## config.mk

```make
export PLATFORM = sky130hd
export DESIGN_NAME = led_shadow_buffer_dirty_flush_unit
export DESIGN_NICKNAME = d
export VERILOG_FILES = /design/src/design/lsb_pkg.sv /design/src/design/lsb_store.sv /design/src/design/led_shadow_buffer_dirty_flush_unit.sv
export SDC_FILE = /design/constraint.sdc
export NUM_CORES = 2
export LEC_CHECK = 0
export BUFFER_PORTS_ARGS = -buffer_cell sky130_fd_sc_hd__buf_2
export CORE_MARGIN = 3
export CORE_UTILIZATION = 35
export DETAILED_ROUTE_END_ITERATION = 8
export PLACE_DENSITY = 0.6
export SLEW_MARGIN = 25
export SYNTH_ARGS = -nofsm -noshare
export SYNTH_HDL_FRONTEND = slang
export SYNTH_SLANG_ARGS = --single-unit
```

## constraint.sdc

```tcl
create_clock -name clk -period 10.3 [get_ports clk]
set_clock_uncertainty 0.05 [all_clocks]
set_input_delay 2.06 -clock clk [delete_from_list [all_inputs] [get_ports clk]]
set_output_delay 2.06 -clock clk [all_outputs]
set_load 0.05 [all_outputs]
```

## src/design/lsb_pkg.sv

```systemverilog
package lsb_pkg;

	localparam int LED_SLOTS = 24;
	localparam int ENTRIES = 2 * LED_SLOTS;
	localparam int AW = $clog2(ENTRIES);
	localparam int SW = $clog2(LED_SLOTS);

	localparam logic [1:0] KIND_SET = 2'd0;
	localparam logic [1:0] KIND_BAD_INDEX = 2'd1;
	localparam logic [1:0] KIND_FLUSH_DATA = 2'd2;
	localparam logic [1:0] KIND_FLUSH_EMPTY = 2'd3;

	localparam logic MODE_SET = 1'b0;
	localparam logic MODE_FLUSH = 1'b1;

	typedef struct packed {
		logic rd_en;
		logic [AW-1:0] rd_addr;
		logic wr_en;
		logic [AW-1:0] wr_addr;
		logic [23:0] wr_data;
	} mem_req_t;

	// logical led number to slot: (i%4)*6 + i/4
	function automatic logic [SW-1:0] slot_of(input logic [SW-1:0] idx);
		logic [SW-1:0] lo;
		logic [SW-1:0] hi;
		begin
			lo = SW'(idx[1:0]);
			hi = SW'(idx[SW-1:2]);
			slot_of = SW'(lo * SW'(6) + hi);
		end
	endfunction

	function automatic logic [AW-1:0] entry_of(input logic bank, input logic [SW-1:0] slot);
		entry_of = AW'(slot) + (bank ? AW'(LED_SLOTS) : AW'(0));
	endfunction

	function automatic logic [6:0] reg_addr_of(input logic [SW-1:0] slot);
		reg_addr_of = 7'd1 + 7'(slot) * 7'd3;
	endfunction

endpackage

```

## src/design/lsb_store.sv

```systemverilog
module lsb_store (
	input  logic clk,
	input  logic arst_n,
	input  lsb_pkg::mem_req_t req,
	output logic [23:0] rd_data
);

	logic [23:0] mem_q [lsb_pkg::ENTRIES];
	logic [lsb_pkg::ENTRIES-1:0] valid_q;
	logic [23:0] rd_raw_q;
	logic rd_valid_q;

	always_ff @(posedge clk) begin
		if (req.wr_en) begin
			mem_q[req.wr_addr] <= req.wr_data;
		end
		if (req.rd_en) begin
			rd_raw_q <= mem_q[req.rd_addr];
		end
	end

	// never-written entries read as zero
	always_ff @(posedge clk or negedge arst_n) begin
		if (!arst_n) begin
			valid_q <= '0;
			rd_valid_q <= 1'b0;
		end else begin
			if (req.wr_en) begin
				valid_q[req.wr_addr] <= 1'b1;
			end
			if (req.rd_en) begin
				rd_valid_q <= valid_q[req.rd_addr];
			end
		end
	end

	assign rd_data = rd_valid_q ? rd_raw_q : 24'd0;

endmodule

```

## src/design/led_shadow_buffer_dirty_flush_unit.sv

```systemverilog
// Shadow store for 24 RGB LED slots in two banks (color, scale), each with
// a dirty window of slots that changed since the last flush.
// Input channel s_*: one item is a set (write one LED's bytes) or a flush
// of one bank. Output channel m_*: result items, m_tlast on the final one.
// A set item does a memory read, then a compare and write back, and
// gives one result. A bad index or a flush with nothing dirty gives one
// result. A flush streams its dirty slots out, one slot per cycle while
// the output register can take results, through the one read port of
// the pixel memory, and no input is taken until the last slot is out.
// Results sit in one output register; the next item is accepted while a
// result still waits there, and the block stalls at its result step while
// m_tready stays low, without losing or repeating anything.
// Reset clears all pixel bytes (per-entry valid bits, no clearing pass),
// all dirty windows and the output register; the block is ready at once.
module led_shadow_buffer_dirty_flush_unit (
	input  logic clk,
	input  logic arst_n,
	input  logic s_tvalid,
	output logic s_tready,
	input  logic [31:0] s_tdata, // led number, red, green, blue
	input  logic [1:0] s_tuser,  // mode, buffer_select
	output logic m_tvalid,
	input  logic m_tready,
	output logic [31:0] m_tdata, // register_address, blue_byte, green_byte, red_byte
	output logic [3:0] m_tuser,  // kind (2), bank, changed
	output logic m_tlast
);

	localparam logic [1:0] ST_IDLE = 2'd0;
	localparam logic [1:0] ST_SET = 2'd1;
	localparam logic [1:0] ST_ONE = 2'd2;
	localparam logic [1:0] ST_FLUSH = 2'd3;

	localparam int SW = lsb_pkg::SW;

	logic [1:0] state_q;
	logic bank_q;
	logic [SW-1:0] slot_q;
	logic [23:0] px_q;
	logic [1:0] one_kind_q;

	logic [SW-1:0] dlo_q [2];
	logic [SW-1:0] dhi_q [2];
	logic [1:0] dval_q;

	logic [SW-1:0] cur_q;
	logic [SW-1:0] hi_q;
	logic more_q;
	logic valid_s1;
	logic [SW-1:0] slot_s1;
	logic last_s1;

	logic out_valid_q;
	logic [1:0] out_kind_q;
	logic out_bank_q;
	logic [6:0] out_addr_q;
	logic [23:0] out_px_q;
	logic out_changed_q;
	logic out_last_q;

	lsb_pkg::mem_req_t req;
	logic [23:0] rd_data;

	logic accept;
	logic in_mode;
	logic in_bank;
	logic [7:0] in_idx;
	logic idx_ok;
	logic [SW-1:0] in_slot;
	logic out_free;
	logic out_load;
	logic adv;
	logic changed;

	assign in_mode = s_tuser[0];
	assign in_bank = s_tuser[1];
	assign in_idx = s_tdata[7:0];
	assign idx_ok = (in_idx[7:SW] == '0) && (in_idx[SW-1:0] < SW'(lsb_pkg::LED_SLOTS));
	assign in_slot = lsb_pkg::slot_of(in_idx[SW-1:0]);

	assign s_tready = (state_q == ST_IDLE);
	assign accept = s_tvalid && s_tready;
	assign out_free = !out_valid_q || m_tready;
	assign adv = (state_q == ST_FLUSH) && (!valid_s1 || out_free);
	assign out_load = ((state_q == ST_SET || state_q == ST_ONE) && out_free) || (adv && valid_s1);
	assign changed = (rd_data != px_q);

	always_comb begin
		req = '0;
		if (accept && in_mode == lsb_pkg::MODE_SET && idx_ok) begin
			req.rd_en = 1'b1;
			req.rd_addr = lsb_pkg::entry_of(in_bank, in_slot);
		end else if (adv && more_q) begin
			req.rd_en = 1'b1;
			req.rd_addr = lsb_pkg::entry_of(bank_q, cur_q);
		end
		if (state_q == ST_SET && out_free) begin
			req.wr_en = 1'b1;
			req.wr_addr = lsb_pkg::entry_of(bank_q, slot_q);
			req.wr_data = px_q;
		end
	end

	lsb_store u_store (
		.clk(clk),
		.arst_n(arst_n),
		.req(req),
		.rd_data(rd_data)
	);

	// item capture, no reset needed
	always_ff @(posedge clk) begin
		if (accept) begin
			bank_q <= in_bank;
			slot_q <= in_slot;
			px_q <= {s_tdata[15:8], s_tdata[23:16], s_tdata[31:24]};
		end
		if (adv && more_q) begin
			slot_s1 <= cur_q;
			last_s1 <= (cur_q == hi_q);
		end
	end

	always_ff @(posedge clk or negedge arst_n) begin
		if (!arst_n) begin
			state_q <= ST_IDLE;
			one_kind_q <= lsb_pkg::KIND_SET;
			dlo_q[0] <= '0;
			dlo_q[1] <= '0;
			dhi_q[0] <= '0;
			dhi_q[1] <= '0;
			dval_q <= '0;
			cur_q <= '0;
			hi_q <= '0;
			more_q <= 1'b0;
			valid_s1 <= 1'b0;
			out_valid_q <= 1'b0;
			out_kind_q <= lsb_pkg::KIND_SET;
			out_bank_q <= 1'b0;
			out_addr_q <= '0;
			out_px_q <= '0;
			out_changed_q <= 1'b0;
			out_last_q <= 1'b0;
		end else begin
			if (out_load) begin
				out_valid_q <= 1'b1;
			end else if (m_tready) begin
				out_valid_q <= 1'b0;
			end
			case (state_q)
				ST_IDLE: begin
					if (accept) begin
						if (in_mode == lsb_pkg::MODE_SET) begin
							if (idx_ok) begin
								state_q <= ST_SET;
							end else begin
								one_kind_q <= lsb_pkg::KIND_BAD_INDEX;
								state_q <= ST_ONE;
							end
						end else if (!dval_q[in_bank]) begin
							one_kind_q <= lsb_pkg::KIND_FLUSH_EMPTY;
							state_q <= ST_ONE;
						end else begin
							// take the window and clear it up front
							cur_q <= dlo_q[in_bank];
							hi_q <= dhi_q[in_bank];
							more_q <= 1'b1;
							dval_q[in_bank] <= 1'b0;
							dlo_q[in_bank] <= '0;
							dhi_q[in_bank] <= '0;
							state_q <= ST_FLUSH;
						end
					end
				end
				ST_SET: begin
					if (out_free) begin
						if (changed) begin
							dval_q[bank_q] <= 1'b1;
							if (!dval_q[bank_q]) begin
								dlo_q[bank_q] <= slot_q;
								dhi_q[bank_q] <= slot_q;
							end else begin
								if (slot_q < dlo_q[bank_q]) begin
									dlo_q[bank_q] <= slot_q;
								end
								if (slot_q > dhi_q[bank_q]) begin
									dhi_q[bank_q] <= slot_q;
								end
							end
						end
						out_kind_q <= lsb_pkg::KIND_SET;
						out_bank_q <= bank_q;
						out_addr_q <= lsb_pkg::reg_addr_of(slot_q);
						out_px_q <= px_q;
						out_changed_q <= changed;
						out_last_q <= 1'b1;
						state_q <= ST_IDLE;
					end
				end
				ST_ONE: begin
					if (out_free) begin
						out_kind_q <= one_kind_q;
						out_bank_q <= bank_q;
						out_addr_q <= '0;
						out_px_q <= '0;
						out_changed_q <= 1'b0;
						out_last_q <= 1'b1;
						state_q <= ST_IDLE;
					end
				end
				ST_FLUSH: begin
					if (adv) begin
						if (valid_s1) begin
							out_kind_q <= lsb_pkg::KIND_FLUSH_DATA;
							out_bank_q <= bank_q;
							out_addr_q <= lsb_pkg::reg_addr_of(slot_s1);
							out_px_q <= rd_data;
							out_changed_q <= 1'b0;
							out_last_q <= last_s1;
						end
						valid_s1 <= more_q;
						if (more_q) begin
							if (cur_q == hi_q) begin
								more_q <= 1'b0;
							end else begin
								cur_q <= cur_q + SW'(1);
							end
						end else begin
							state_q <= ST_IDLE;
						end
					end
				end
				default: begin
					state_q <= ST_IDLE;
				end
			endcase
		end
	end

	assign m_tvalid = out_valid_q;
	assign m_tdata = {1'b0, out_px_q[23:16], out_px_q[15:8], out_px_q[7:0], out_addr_q};
	assign m_tuser = {out_changed_q, out_bank_q, out_kind_q};
	assign m_tlast = out_last_q;

endmodule

```

==> results.env <==
STATUS='completed'
CTS.HTREE.LEVELS=4
MAXSLEWVIOLCOUNT=0
TNS_NS=0
SYNTHTOLAYOUTAREAGROWTH_PCT=13.6
NUMBER_OF_TOP_LEVEL_PINS=77
FLOORPLAN.INITIALDENSITY=0.353
SEQ_POWER_SHARE=0.510
AVGSYNTHCELLAREA_UM2=12.8
DRT_FIRST_PASS_ITERS=6
SETUP_VIOLATIONS=0
PART_OF_THE_TOTAL_POWER_DISSIPATED_IN_COMBINATIONAL_LOGIC=0.091
CLOCKROOTBUFFER='sky130_fd_sc_hd__clkbuf_16'
POSTCTSSETUPREPAIRBUFS=0
IR_DROP_WORST_VDD_uV=162
CPPEAKSTAGEDELAY_NS=0.94
GP_CONGESTION=0.824
ROUTE.DETAILED.WL_PER_INST_UM=25.0
DRT_DRC_VIOLATIONS_LEFT=0
TOTAL_LEAKAGE_POWER_nW=21.2
CRITICAL_PATH.CELL_CHAIN='buf_2 > or4_1 > or3_1 > mux2_8 > buf_4 > nand2_1 > nand3_1 > nand4_1 > nor4_1 > a221o_1'
STARTPOINT_TYPE='input port'
MAX-CAP-VIOLATIONS=0
DRT.ANTENNA.VIOLATING_NETS=0
CORE_UM2=154000
DRIVE_GT1_FRAC=0.117
GRT_MAX_DEGREE=155
YS_WARN_COUNT=0
FP.DIEW_UM=401
SYNTH_SEQ_CELLS=1336
PWR-SHARE-CLK=0.399
SYN_NETS=4350
SYNTH_SEQ_AREA_SHARE=0.724
DP_CELLS=6221
YOSYS-TOP-CELLS-COUNT='1212 x sky130_fd_sc_hd__edfxtp_1, 1133 x sky130_fd_sc_hd__nand2_1, 608 x sky130_fd_sc_hd__nand3_1, 150 x sky130_fd_sc_hd__clkbuf_1, 129 x sky130_fd_sc_hd__mux2i_1'
NUMPORTBUFFERS=75
CTS_INSERTED_BUFFERS=140
ANTENNA_VIOLATIONS_BEFORE_REPAIR=3
NETSWITCHINGPOWER_W=0.00302
POWER-PER-CELL-AREA_nW_PER_UM2=195
SYNTH-ASYNC-RESET-RATIO=0.0928
CELL_INTERNAL_PWR_W=0.00906
CTS-RESIZED-GATES=0
WORSTSETUPPATHTYPE='in2reg'
GRT_OVERFLOW=0
MAX_FREQ_MHz=151
DETAIL_ROUTE.ITER0.VIOLATIONS=4534
CRIT_SLOWEST_CELL='sky130_fd_sc_hd__mux2_8'
WORSTHOLDPATHTYPE='reg2reg'
YOSYS.AREA.TOP_TYPE='sky130_fd_sc_hd__edfxtp_1'
NUMBER_OF_FAILING_HOLD_ENDPOINTS_AT_THE_FINAL_STAGE=0
NETLIST-CELL-TYPE-COUNT=70
FINALWORSTPATHREQUIREDPERIOD_NS=6.63
SYNTH_CELLS=4268
SYNTH_AREA_LEADERS='sky130_fd_sc_hd__edfxtp_1 67%, sky130_fd_sc_hd__nand2_1 7.8%, sky130_fd_sc_hd__dfrtp_1 5.7%, sky130_fd_sc_hd__nand3_1 5.6%, sky130_fd_sc_hd__mux2i_1 2.4%'
NUM_ROWS=144
WORST_EP_ARRIVAL_TIME_NS=7.18
TIMING.CRITICAL_PATH.TO_TYPE='flip-flop'
LAYOUT.NETS=4405
FIRST_GLOBAL_VIAS=33750
CTS_BUFFER_DEPTH=3
GR-USAGE-ALL-LAYERS=0.197
SYNTH_TOP_CELL_AREA_SHARE=0.668
UNREPAIRED_SETUP_ENDPOINTS_AFTER_GLOBAL_ROUTING='no'
WORSTMARGINPINSLEW_NS=1.13
GRT_PASS1_WL_UM=235000
YS.FLOP_TYPE='sky130_fd_sc_hd__edfxtp_1'
DIE_SPAN_Y_UM=401
SWITCHING_SHARE=0.250
WIRELENGTH_UM=162000
CTS-HOLD-FIX-BUFFERS=0
CRITICAL_PATH_PEAK_FANOUT=103
ROUTED-VIA-COUNT=35681
FIN_CELLS=6479
RELSLEWSLACK=0.238
TRITONCTS='yes'
DESIGN.DIE.AREA_UM2=161000
WORSTSKEWPAIRLATENCY_NS=0.75
WP_DATA_REQUIRED_NS=10.85
SYNTH_EDF_COUNT=1212
DPL.HPWL_UM=87800
CTS.REPORTEDPATHS.CLKPINSLEW_NS=0.06
CTS_NUM_SINKS=1336
CELL_AREA_SYNTH_UM2=54500
SYNTH.MOST_COMMON_CELL='sky130_fd_sc_hd__edfxtp_1'
POST-ROUTE-PERIOD-UTIL=0.644
VIAS_PER_CELL=5.51
## final timing paths
kind | slack [ns] | startpoint | cells past startpoint | end
max in group asynchronous | 7.56 | arst_n | 2 | out_px_q[15]$_DFFE_PN0P_
setup reg to reg | 4.79 | state_q[0]$_DFFE_PN0P_ | 11 | u_store.rd_raw_q[12]$_DFFE_PP_
hold / removal | 0.42 | u_store.valid_q[40]$_DFFE_PN0P_ | 1 | u_store.valid_q[40]$_DFFE_PN0P_
hold reg to reg | 0.42 | u_store.valid_q[40]$_DFFE_PN0P_ | 1 | u_store.valid_q[40]$_DFFE_PN0P_
setup / recovery | 3.67 | s_tuser[0] | 10 | u_store.rd_raw_q[12]$_DFFE_PP_
min in group asynchronous | 1.24 | arst_n | 1 | out_px_q[22]$_DFFE_PN0P_
## final cells by class
cell class	count	area, um2
Fill cell	14260	92500
Sequential cell	1336	39500
Multi-Input combinational cell	2641	14200
Clock buffer	177	3720
Tap cell	2044	2560
Timing Repair Buffer	169	1250
Clock inverter	73	592
Inverter	35	131
Antenna cell	4	10.0
## worst max-delay path: cells and delay by family
kind                   cells  cell delay (ns)
AND/OR/NAND/NOR            6             2.93
AO/OA/AOI/OAI              1             0.27
multiplexers               1             0.94
buffers and inverters      2             0.87
## metrics by stage
stage           util  setup slack, ns  power, W  area, um2  hold WS (ns)
6_report       0.401             3.67    0.0121      61900         0.419
3_5_place_dp   0.372             3.02   0.00736      57500         0.400
4_1_cts        0.400             3.80    0.0121      61800         0.419
5_1_grt        0.401             3.60    0.0125      61900         0.429
2_1_floorplan      -             4.95   0.00701      54500         0.373
3_3_place_gp   0.372             2.59   0.00734      57400         0.397
## sequential cells by signal, summed over array words and instances, names as in the netlist, 7 cells and up
name,cells
px_q,24
out_addr_q,7
u_store.valid_q,48
out_px_q,24
dlo_q,10
u_store.mem_q,1152
dhi_q,10
u_store.rd_raw_q,24
## power by group through the flow
stage	registers, W	logic, W	clock network, W
after global routing	0.00618	0.00118	0.00510
after detailed placement	0.00627	0.00109	0
after global placement	0.00627	0.00107	0
after CTS	0.00616	0.00109	0.00489
after floorplan	0.00646	0.000546	0
final	0.00616	0.00110	0.00482
## logic make-up (layout without fill, tap and decap cells)
kind of cell,Yosys count,after routing,share of synthesized area
AND/OR/NAND/NOR,2129,2129,0.174
flip-flops,1336,1336,0.724
AO/OA/AOI/OAI,303,303,0.0373
buffers and inverters,291,454,0.0226
multiplexers,141,141,0.0269
adder cells (fa/ha/maj),44,44,0.0109
XOR/XNOR,23,23,0.00369
other,1,5,0.0000688
## placed cells by master, fill, tap and decap left out, types with 14 or more instances in the layout
master,n
sky130_fd_sc_hd__dfrtp_1,124
sky130_fd_sc_hd__a22oi_1,32
sky130_fd_sc_hd__nor3_1,14
sky130_fd_sc_hd__and3_1,39
sky130_fd_sc_hd__or2_2,51
sky130_fd_sc_hd__clkinv_2,21
sky130_fd_sc_hd__buf_2,74
sky130_fd_sc_hd__o21ai_0,72
sky130_fd_sc_hd__edfxtp_1,1212
sky130_fd_sc_hd__nor2_2,37
sky130_fd_sc_hd__mux2i_1,129
sky130_fd_sc_hd__clkbuf_16,142
sky130_fd_sc_hd__nor4_1,22
sky130_fd_sc_hd__clkinv_1,32
sky130_fd_sc_hd__ha_1,38
sky130_fd_sc_hd__xnor2_1,20
sky130_fd_sc_hd__a21oi_1,77
sky130_fd_sc_hd__buf_4,83
sky130_fd_sc_hd__nand4_1,71
sky130_fd_sc_hd__clkbuf_1,31
sky130_fd_sc_hd__inv_1,34
sky130_fd_sc_hd__a221o_1,22
sky130_fd_sc_hd__nor2_1,59
sky130_fd_sc_hd__nand3_1,608
sky130_fd_sc_hd__nand2_1,1132
sky130_fd_sc_hd__a32oi_1,25
## metal layers
metal / global-route usage / vias to the layer above / share of wire
met5: 0 / - / 0
met4: 0.0713 / 0 / 0.032
met2: 0.303 / 1750 / 0.45
met1: 0.283 / 18020 / 0.42
met3: 0.0329 / 246 / 0.090
li1: - / 15665 / -
Note: power is estimated with default switching activity, not from simulation.
